<file path="config.mk">
export PLATFORM = sky130hd
export DESIGN_NAME = nps_ctrl
export DESIGN_NICKNAME = d
export VERILOG_FILES = /design/src/rtl/core/nps_pkg.sv /design/src/rtl/core/nps_ctrl.sv
export SDC_FILE = /design/constraint.sdc
export NUM_CORES = 1
export LEC_CHECK = 0
export BUFFER_PORTS_ARGS = -buffer_cell sky130_fd_sc_hd__buf_2
export CAP_MARGIN = 20
export CORE_AREA = 10 10 47 49
export DETAILED_ROUTE_END_ITERATION = 12
export DIE_AREA = 0 0 57 59
export PLACE_DENSITY = 0.46
export SLEW_MARGIN = 40
export SYNTH_ARGS = -nofsm -noshare
export SYNTH_HDL_FRONTEND = slang
export SYNTH_SLANG_ARGS = --single-unit
</file>
<file path="constraint.sdc">
create_clock -name clock -period 1.8 [get_ports clock]
set_input_delay 0.36 -clock clock [delete_from_list [all_inputs] [get_ports clock]]
set_output_delay 0.36 -clock clock [all_outputs]
set_load 0.1 [all_outputs]
</file>
<file path="src/rtl/core/nps_pkg.sv">
package nps_pkg;

   localparam int DEFAULT_MAX_POINTS = 4096;
   localparam int DEFAULT_COORD_BITS = 24;

   localparam int SLOT_W  = 12;
   localparam int COUNT_W = 13;
   localparam int DIST_W  = 50;

   localparam logic [DIST_W-1:0] DIST_MAX = {DIST_W{1'b1}};

   localparam logic OP_LOAD  = 1'b0;
   localparam logic OP_QUERY = 1'b1;

   typedef struct packed {
      logic write_point;
      logic start_query;
      logic issue_read;
      logic load_result;
   } ctrl_cmd_type;

   typedef struct packed {
      logic count_zero;
      logic scan_last;
      logic pipe_busy;
   } ctrl_status_type;

endpackage

</file>
<file path="src/rtl/core/nps_ctrl.sv">
module nps_ctrl (
   input  logic                     clock,
   input  logic                     reset,
   input  logic                     req_valid,
   input  logic                     req_operation,
   output logic                     req_ready,
   output logic                     rsp_valid,
   input  logic                     rsp_ready,
   input  nps_pkg::ctrl_status_type status,
   output nps_pkg::ctrl_cmd_type    cmd
);
   import nps_pkg::*;

   localparam logic [1:0] ST_IDLE  = 2'd0;
   localparam logic [1:0] ST_SCAN  = 2'd1;
   localparam logic [1:0] ST_DRAIN = 2'd2;
   localparam logic [1:0] ST_DONE  = 2'd3;

   logic [1:0] state_ff, state_in;
   logic       rsp_valid_ff, rsp_valid_in;
   logic       accept;

   assign req_ready = (state_ff == ST_IDLE);
   assign accept    = req_valid && req_ready;

   always_comb begin
      cmd.write_point = accept && (req_operation == OP_LOAD);
      cmd.start_query = accept && (req_operation == OP_QUERY);
      cmd.issue_read  = (state_ff == ST_SCAN);
      cmd.load_result = (state_ff == ST_DONE) && (!rsp_valid_ff || rsp_ready);
   end

   always_comb begin
      state_in = state_ff;
      unique case (state_ff)
         ST_IDLE: begin
            if (cmd.start_query) begin
               state_in = status.count_zero ? ST_DONE : ST_SCAN;
            end
         end
         ST_SCAN: begin
            if (status.scan_last) begin
               state_in = ST_DRAIN;
            end
         end
         ST_DRAIN: begin
            if (!status.pipe_busy) begin
               state_in = ST_DONE;
            end
         end
         ST_DONE: begin
            if (cmd.load_result) begin
               state_in = ST_IDLE;
            end
         end
         default: begin
            state_in = ST_IDLE;
         end
      endcase
   end

   always_comb begin
      priority if (cmd.load_result) begin
         rsp_valid_in = 1'b1;
      end else if (rsp_ready) begin
         rsp_valid_in = 1'b0;
      end else begin
         rsp_valid_in = rsp_valid_ff;
      end
   end

   always_ff @(posedge clock) begin
      if (reset) begin
         state_ff     <= ST_IDLE;
         rsp_valid_ff <= 1'b0;
      end else begin
         state_ff     <= state_in;
         rsp_valid_ff <= rsp_valid_in;
      end
   end

   assign rsp_valid = rsp_valid_ff;

endmodule

</file>
==> run metrics, run 1 <==
Routed Antenna Nets=0; Initial Util=17.3%; Crit path largest cell delay=0.43 ns; Clock Skew=~0.0027 ns; delay-heaviest family, CP=buffers and inverters; Area Growth Syn to Fin=71.1%; global placer's final weighted congestion=0.681; largest family of logic cells by synthesized area=simple AND/OR/NAND/NOR gates; Levels on crit path=3; Clock Tree Buf Depth=2; row cnt=14; flop2flop setup slack=between 0.3 and 0.4 ns; min cycle time layout=approximately 1.7 ns; fmax=roughly 600 MHz; final hold violations=0; drt pass-1 iters=4; met3 Resource Use GR=3.22%; maximum vdd drop=between 0.6 and 0.7 mV; CP max-delay cell=buf_2; simple-gate share of the synthesized area=32.5%; post-synth cell types=16; hpwl dp=554 um; initial antenna violation count=0; CTS tree=done; Area contributors post-synth=dfxtp_1 25%, ha_1 21%, nor2_1 7.7%; input/output buffers=13; Leak=0.197 nW; setup bufs post-CTS=0; global-route wire length before repair=1080 um; Starting DRT DRC Count=4; number of global-route vias before repair=270; Die Wd=57 um; startpoint types=register; Worst-Margin Slew=0.488 ns; Worst Hold Launch=reset; Num CTS Buffers=3; Synth warnings=0; HP Class=primary input to register; worst skew pair latency=0.23 ns; WHS Endpoint=rsp_valid; final worst slack=0.132 ns; total power=about 820 uW; core box area=roughly 1400 um^2; area leader, netlist=dfxtp_1; clock transition at the registers of the reported paths=0.04 ns; Synth Instances=28; syn_nets=40; Slew Limit Fails=0; Adder-Cell Fraction of Synth Area=20.6%; met2 Usage GRT=7.13%; die extent in y=59 um; fin crit share=between 90 and 100%; worst reg2reg endpoint=state_ff[1]; top cell type's share of synthesized area=24.7%; RSZ-0062 raised after global routing=false; pre-CTS WS=0.359 ns; worst-path fanout max=6; post-CTS resize count=0; relative slew slack=between 60 and 70%; CTS root buf=clkbuf_4; CTS sink cnt=3; total track usage=4.31%; CP Buf/Inv Count=2; worst endpoint required time=around 1.4 ns; crit path cell chain=inv_1 > ha_4 > buf_2; critical path data arrival time=approximately 1.3 ns; I/O pin count=14; synthesis-stage register bit count=3; Setup crit end kind=output pin; ANT cells=0; crit path kind=register to output pin; reg2reg start=state_ff[0]; Setup crit start=state_ff[0]; wire length per cell=10.2 um; layout net count=57; # Max-Cap Violations=0; compound-gate portion of the synthesized area=under 10%; met1 Use GR=3.54%; XOR/XNOR Fraction of Synth Area=0%; fraction of layout cells with a size suffix above 1=roughly 50%; setup total negative slack=0 ns; post-synthesis mux area share=8.76%; Cell Pwr Density=1990 nW/um^2; Syn Area/Cell=8.67 um^2; reg2reg path depth=5; pin count of the biggest net entering global routing=7; number of remaining DRC errors=0; Most Crowded Layer GR=met2; Synth Cell Area=approximately 240 um^2; status=completed; sequential area share after synthesis=24.7%; die area=3360 um^2; grt total ovfl=0; Final setup viols=0; Avg Vias per Cell=approximately 4; H-tree depth=1; Post-CTS Hold Fix Bufs=0; vias post-DR=240; Worst Hold Depth=2; worst hold margin=between 0.3 and 0.4 ns; most frequent cells in the layout=10 x buf_2, 4 x nor2_1, 3 x clkbuf_4, 3 x buf_12; commonest non-fill, non-tap cell in the layout=buf_2; drt total wl=613 um
through the flow:
stage               utilization, %  instance area, um^2  cells
finish                        29.6                  415     60
global route                  29.6                  415     60
CTS                           29.6                  415     60
detailed placement            27.8                  389     56
global placement              27.8                  389     56
floorplan                        -                  267     28
synth_stat cells:
library cell / instances
and4bb_2: 1
nand3b_1: 1
nand2b_1: 1
a21bo_1: 1
nand4_1: 1
inv_1: 2
dfxtp_1: 3
nand2_1: 2
a211oi_1: 1
mux2i_1: 1
nor2b_1: 2
mux2_1: 1
nor2_1: 5
and3_2: 1
buf_4: 1
ha_1: 4
worst max path at each step:
| stage | end | slack [ns] |
|---|---|---|
| 2_1_floorplan | cmd[3] | -0.02 |
| 3_3_place_gp | req_ready | 0.36 |
| 3_5_place_dp | req_ready | 0.36 |
| 4_1_cts | req_ready | 0.11 |
| 5_1_grt | req_ready | 0.06 |
| 6_report | req_ready | 0.13 |
power by group:
part	internal [mW]	switching, mW
logic	0.191	0.415
clock network	0.0828	0.0311
registers	0.0892	0.0158
metal layers:
layer / up-vias / share of wire (%)
met1: 112 / 35
li1: 125 / -
met4: 0 / 0
met2: 3 / 63
met3: 0 / 2.3
met5: - / 0
registers in the layout (all words and copies together) (netlist names):
register / flops
rsp_valid: 1
state_ff: 2
logic make-up (layout without fill, tap and decap cells):
group	count (synthesis)	after routing
DFF	3	3
and+or+nand+nor	14	14
adders and majority gates	4	4
AOI/OAI and AO/OA	2	2
muxes	2	2
buffers and inverters	3	19
area by class of cell:
cell class	count	area, um^2
clock buffer	4	26.3
fill	165	986
inverter	2	7.51
multi-input combinational	22	190
sequential	3	61.3
tap	16	20.0
timing repair buffer	13	110
Note: power is estimated with default switching activity, not from simulation.
==> run 2, diff against run 1 <==
--- a/config.mk
+++ b/config.mk
@@ -5,12 +5,14 @@
 export SDC_FILE = /design/constraint.sdc
 export NUM_CORES = 1
 export LEC_CHECK = 0
+export ABC_AREA = 1
 export BUFFER_PORTS_ARGS = -buffer_cell sky130_fd_sc_hd__buf_2
 export CAP_MARGIN = 20
-export CORE_AREA = 10 10 47 49
+export CORE_AREA = 2 2 39 41
 export DETAILED_ROUTE_END_ITERATION = 12
-export DIE_AREA = 0 0 57 59
-export PLACE_DENSITY = 0.46
+export DIE_AREA = 0 0 41 43
+export PLACE_DENSITY = 0.51
+export RECOVER_POWER = 25
 export SLEW_MARGIN = 40
 export SYNTH_ARGS = -nofsm -noshare
 export SYNTH_HDL_FRONTEND = slang
==> run metrics, run 2 <==
status=completed; synth cell count leaders=10 x nand2_1, 9 x inv_1, 5 x a21oi_1, 5 x nor2_1, 4 x ha_1; vias post-DR=300 (+25%); total power=911 uW (+10%); delay-heaviest family, CP=buffers and inverters; initial antenna violation count=0 (unchanged); CTS sink cnt=3 (unchanged); reg2reg start=state_ff[0]; min cycle time layout=1.69 ns (+0.0227 ns); Starting DRT DRC Count=4 (unchanged); Num CTS Buffers=3 (unchanged); relative slew slack=68.0% (+0.29 points); Crit path largest cell delay=0.42 ns (about the same); Setup crit end kind=output pin; # Max-Cap Violations=0 (unchanged); reg2reg path depth=9 (+4); wire length per cell=7.51 um (-27%); drt pass-1 iters=4 (unchanged); startpoint types=register; Synth Cell Area=303 um^2 (+25%); commonest non-fill, non-tap cell in the layout=buf_2; grt total ovfl=0 (unchanged); most frequent cell after synthesis=nand2_1; Initial Util=21.9% (+4.6 points); Leak=0.254 nW (+28%); worst endpoint required time=1.44 ns (about the same); CTS root buf=clkbuf_4; total track usage=9.43% (+5.1 points); Clock Tree Buf Depth=2 (unchanged); die area=1760 um^2 (-48%); RSZ-0062 raised after global routing=false; sequential area share after synthesis=19.8% (-4.9 points); Top reg by flops=state_ff; Cell Pwr Density=1960 nW/um^2 (-1.5%); crit path cell chain=bufinv_8 > ha_2 > buf_2; H-tree depth=1 (unchanged); hpwl dp=517 um (-6.7%); WHS Endpoint=rsp_valid; pin count of the biggest net entering global routing=8 (+1); Final setup viols=0 (unchanged); Area contributors post-synth=dfxtp_1 20%, ha_1 17%, nand2_1 12%; Worst Hold Depth=2 (unchanged); critical path data arrival time=1.33 ns (+0.02 ns); HP Class=primary input to register; setup total negative slack=0 ns (unchanged); most frequent cells in the layout=10 x buf_2, 9 x nand2_1, 8 x inv_1, 5 x a21oi_1, 5 x nor2_1; I/O pin count=14 (unchanged); worst hold margin=0.308 ns (-0.0240 ns); Area Growth Syn to Fin=53.7%; Clock Skew=0.00245 ns (-0.000277 ns); Die Wd=41 um (-28%); placed instance count=75 (+34%); Synth Instances=47 (+68%); Worst Hold Launch=reset; final hold violations=0 (unchanged); Worst-Margin Slew=0.484 ns (-0.00431 ns); Slew Limit Fails=0 (unchanged); row cnt=14 (unchanged); drt total wl=593 um (-3.3%); Syn Area/Cell=6.44 um^2 (-26%); fmax=591 MHz (-1.3%); Routed Antenna Nets=0 (unchanged); CP Buf/Inv Count=2 (unchanged); CTS tree=done; flop2flop setup slack=0.48 ns (+0.10 ns); synthesis-stage register bit count=3 (unchanged); Non-Filler Instances=79 (+32%); global-route wire length before repair=1070 um (-1.3%); ANT cells=0 (unchanged); worst reg2reg endpoint=state_ff[1]; fin crit share=93.9% (+1.3 points); number of global-route vias before repair=290 (+7.4%); dpl cell area=439 um^2 (+13%); syn_nets=59 (+48%); pre-CTS WS=0.310 ns (-0.0485 ns); die extent in y=43 um (-27%); Synth warnings=0 (unchanged); max FFs per register=2 (unchanged); setup bufs post-CTS=0 (unchanged); Primary FF master, synth=dfxtp_1; final core utilization=33.6% (+4.0 points); global placer's final weighted congestion=0.710 (+4.2%); layout net count=76 (+33%); worst-path fanout max=3 (-3); worst skew pair latency=0.23 ns (about the same); number of flops mapped to enable cells by yosys=0 (unchanged); final instance area=465 um^2 (+12%); input/output buffers=13 (unchanged); number of remaining DRC errors=0 (unchanged); final worst slack=0.109 ns (-0.0227 ns); post-synth cell types=13 (-3); top cell type's share of synthesized area=19.8% (-4.9 points); Post-synth ARST share=0% (unchanged); crit path kind=register to output pin; maximum vdd drop=0.614 mV (-1.5%); clock transition at the registers of the reported paths=0.04 ns (about the same); CP max-delay cell=buf_2; area leader, netlist=dfxtp_1; core box area=1380 um^2 (-1.2%); fraction of layout cells with a size suffix above 1=41.3% (-8.7 points); Avg Vias per Cell=3.80 (-5.1%)
-- run 2: worst max-delay path by stage --
stage	startpoint	endpoint	depth (start not counted)
after floorplan	state_ff[1]	cmd[3]	4
after global placement	state_ff[0]	cmd[0]	4
after detailed placement	state_ff[0]	cmd[0]	4
after CTS	state_ff[0]	cmd[0]	4
after global routing	state_ff[0]	cmd[0]	4
final	state_ff[1]	cmd[1]	3
-- run 2: cell families (layout without fill, tap and decap cells) --
logic type | count (synthesis) | count (layout) | share of synthesized area [%]
and+or+nand+nor | 21 | 21 | 32.2
AOI/OAI and AO/OA | 5 | 5 | 8.26
DFF | 3 | 3 | 19.8
buffers and inverters | 14 | 30 | 23.1
adders and majority gates | 4 | 4 | 16.5
-- run 2: area by class of cell --
class	instances	area (um^2)
Tap cell	16	20.0
Multi-Input combinational cell	30	195
Sequential cell	3	60.1
Clock buffer	4	26.3
Timing Repair Buffer	13	97.6
Inverter	13	66.3
Fill cell	161	918
-- run 2: layer usage --
layer | wire length [um] | track usage [%] | up-vias
met5 | 0 | 0 | -
met4 | 0 | 8.00 | 0
met3 | 39 | 3.14 | 0
met2 | 278 | 11.6 | 7
met1 | 275 | 12.5 | 123
li1 | - | - | 170
-- run 2: worst register-to-register path, stage by stage (launching register included) --
cell     delay, ns
dfxtp_1       0.35
inv_1         0.11
ha_1          0.24
nand2_1       0.08
inv_2         0.04
nor2_1        0.15
nand3_2       0.09
nand2_1       0.06
inv_1         0.04
nor2_1        0.10
-- run 2: what timing repair did --
item,in CTS,in global routing
endpoints found under the setup margin,0,1
hold buffers,0,0
hold endpoints to repair,0,0
resized for setup,0,1
-- run 2: where the power goes --
| part | leakage (nW) | switching (mW) | internal [mW] |
|---|---|---|---|
| clock network | 0.0150 | 0.0308 | 0.0828 |
| logic | 0.214 | 0.469 | 0.222 |
| registers | 0.0246 | 0.0168 | 0.0889 |
| total | 0.254 | 0.517 | 0.394 |
==> run 3, diff against run 2 <==
--- a/config.mk
+++ b/config.mk
@@ -11,7 +11,7 @@
 export CORE_AREA = 2 2 39 41
 export DETAILED_ROUTE_END_ITERATION = 12
 export DIE_AREA = 0 0 41 43
-export PLACE_DENSITY = 0.51
+export PLACE_DENSITY = 0.49
 export RECOVER_POWER = 25
 export SLEW_MARGIN = 40
 export SYNTH_ARGS = -nofsm -noshare
==> run metrics, run 3 (synthesis results as in run 2) <==
CTS sink cnt=3 (unchanged); combinational power share=76.6% (+0.7 points); worst reg2reg endpoint=state_ff[1]; Routed Antenna Nets=0 (unchanged); crit path kind=register to output pin; Worst Hold Depth=2 (unchanged); row cnt=14 (unchanged); vias post-DR=298 (-0.67%); Clock Skew=0.00134 ns (-0.00111 ns); setup total negative slack=0 ns (unchanged); # Max-Cap Violations=0 (unchanged); Setup crit start=state_ff[0]; input/output buffers=13 (unchanged); status=completed; CTS tree=done; switching power=519 uW (+0.44%); Most Crowded Layer GR=met2; Cell Pwr Density=1970 nW/um^2 (+0.52%); startpoint types=register; P_int=421 uW (+6.9%); die extent in y=43 um (unchanged); drt total wl=553 um (-6.7%); fraction of layout cells with a size suffix above 1=41.3% (unchanged); H-tree depth=1 (unchanged); register area=60.1 um^2 (unchanged); initial antenna violation count=0 (unchanged); most frequent cells in the layout=10 x buf_2, 9 x nand2_1, 8 x inv_1, 5 x a21oi_1, 5 x nor2_1; CP max-delay cell=buf_2; CP Buf/Inv Count=2 (unchanged); min cycle time layout=1.71 ns (+0.0196 ns); worst-path fanout max=3 (unchanged); reg2reg start=state_ff[1]; setup bufs post-CTS=0 (unchanged); I/O pin count=14 (unchanged); RSZ-0062 raised after global routing=false; Leak=0.258 nW (+1.6%); CTS root buf=clkbuf_4; Crit path largest cell delay=0.43 ns (about the same); global-route wire length before repair=966 um (-9.6%); commonest non-fill, non-tap cell in the layout=buf_2; pin count of the biggest net entering global routing=8 (unchanged); fmax=585 MHz (-1.1%); Levels on crit path=4 (+1); critical path data arrival time=1.35 ns (+0.02 ns); Sw Share=55.2% (-1.5 points); Slew Limit Fails=0 (unchanged); worst skew pair latency=0.23 ns (about the same); Final setup viols=0 (unchanged); Clock Tree Buf Depth=2 (unchanged); Avg Vias per Cell=3.77 (-0.67%); Worst-Margin Slew=0.483 ns (-0.00106 ns); number of global-route vias before repair=286 (-1.4%); post-CTS resize count=0 (unchanged); CP endpoint=cmd[0]; number of remaining DRC errors=0 (unchanged); max FFs per register=2 (unchanged); Initial Util=21.9% (unchanged); met2 Usage GRT=12.5% (+0.94 points); Post-CTS Hold Fix Bufs=0 (unchanged); area of the multi-input gates=195 um^2 (unchanged); hpwl dp=486 um (-6.0%); Top reg by flops=state_ff; ANT cells=0 (unchanged); relative slew slack=68.0% (+0.070 points); Fillers=145 (-9.9%); HP Class=primary input to register; global placer's final weighted congestion=0.643 (-9.5%); met3 Resource Use GR=1.57% (-1.6 points); Area Growth Syn to Fin=57.9%; crit path cell chain=ha_1 > inv_1 > a21oi_1 > buf_2; maximum vdd drop=0.612 mV (-0.37%); layout net count=76 (unchanged); flop2flop setup slack=0.51 ns (+0.03 ns); wire length per cell=7.00 um (-6.7%); Die Wd=41 um (unchanged); dpl cell area=454 um^2 (+3.4%); grt total ovfl=0 (unchanged); fin crit share=95.0% (+1.1 points); drt pass-1 iters=1 (-3); Num CTS Buffers=3 (unchanged); delay-heaviest family, CP=buffers and inverters; final instance area=478 um^2 (+2.7%); met1 Use GR=8.65% (-3.8 points); clock transition at the registers of the reported paths=0.04 ns (about the same); worst endpoint required time=1.44 ns (about the same); core box area=1380 um^2 (unchanged); Setup crit end kind=output pin; sequential power share=11.2% (-0.4 points); final hold violations=0 (unchanged); Starting DRT DRC Count=0 (-4); die area=1760 um^2 (unchanged); clock power share=12.2% (-0.3 points); reg2reg path depth=9 (unchanged); total track usage=8.22% (-1.2 points)
[run 3: cell types whose count changed in the layout (fill, tap and decap cells not counted), sizes merged]
cell	previous run	this run
buf	12	13
clkbuf	5	4
[run 3: layer usage]
layer  vias to the layer above  share of wire, %
met3                         0               5.1
li1                        170                 -
met2                         7                50
met5                         -                 0
met4                         0                 0
met1                       121                45
[run 3: layout make-up]
type / count / share of cell area [%]
Sequential cell: 3 / 12.6
Multi-Input combinational cell: 30 / 40.8
Tap cell: 16 / 4.19
Timing Repair Buffer: 13 / 23.0
Inverter: 13 / 13.9
Clock buffer: 4 / 5.50
[run 3: power groups by stage]
stage	clock (mW)	combinational (mW)	sequential, mW
2_1_floorplan	0	0.584	0.121
3_3_place_gp	0	0.732	0.106
3_5_place_dp	0	0.728	0.107
4_1_cts	0.123	0.729	0.106
5_1_grt	0.127	0.778	0.110
6_report	0.115	0.720	0.105
[run 3: per-stage QoR]
| step | total power, mW | hold slack [ns] | instances | worst slack, ns | util, % |
|---|---|---|---|---|---|
| 5_1_grt | 1.01 | 0.302 | 79 | 0.0104 | 34.5 |
| 3_5_place_dp | 0.835 | 0.479 | 75 | 0.325 | 32.8 |
| 4_1_cts | 0.958 | 0.295 | 79 | 0.0717 | 34.7 |
| 6_report | 0.940 | 0.304 | 79 | 0.0894 | 34.5 |
| 2_1_floorplan | 0.705 | 0.429 | 47 | -0.0108 | - |
| 3_3_place_gp | 0.838 | 0.481 | 75 | 0.332 | 32.8 |
[run 3: how the worst min path moves through the flow]
stage	start	slack (ns)	end
floorplan	reset	0.43	rsp_valid
global route	reset	0.30	rsp_valid
finish	reset	0.30	rsp_valid
detailed placement	rsp_valid	0.48	rsp_valid
global placement	rsp_valid	0.48	rsp_valid
CTS	reset	0.30	rsp_valid
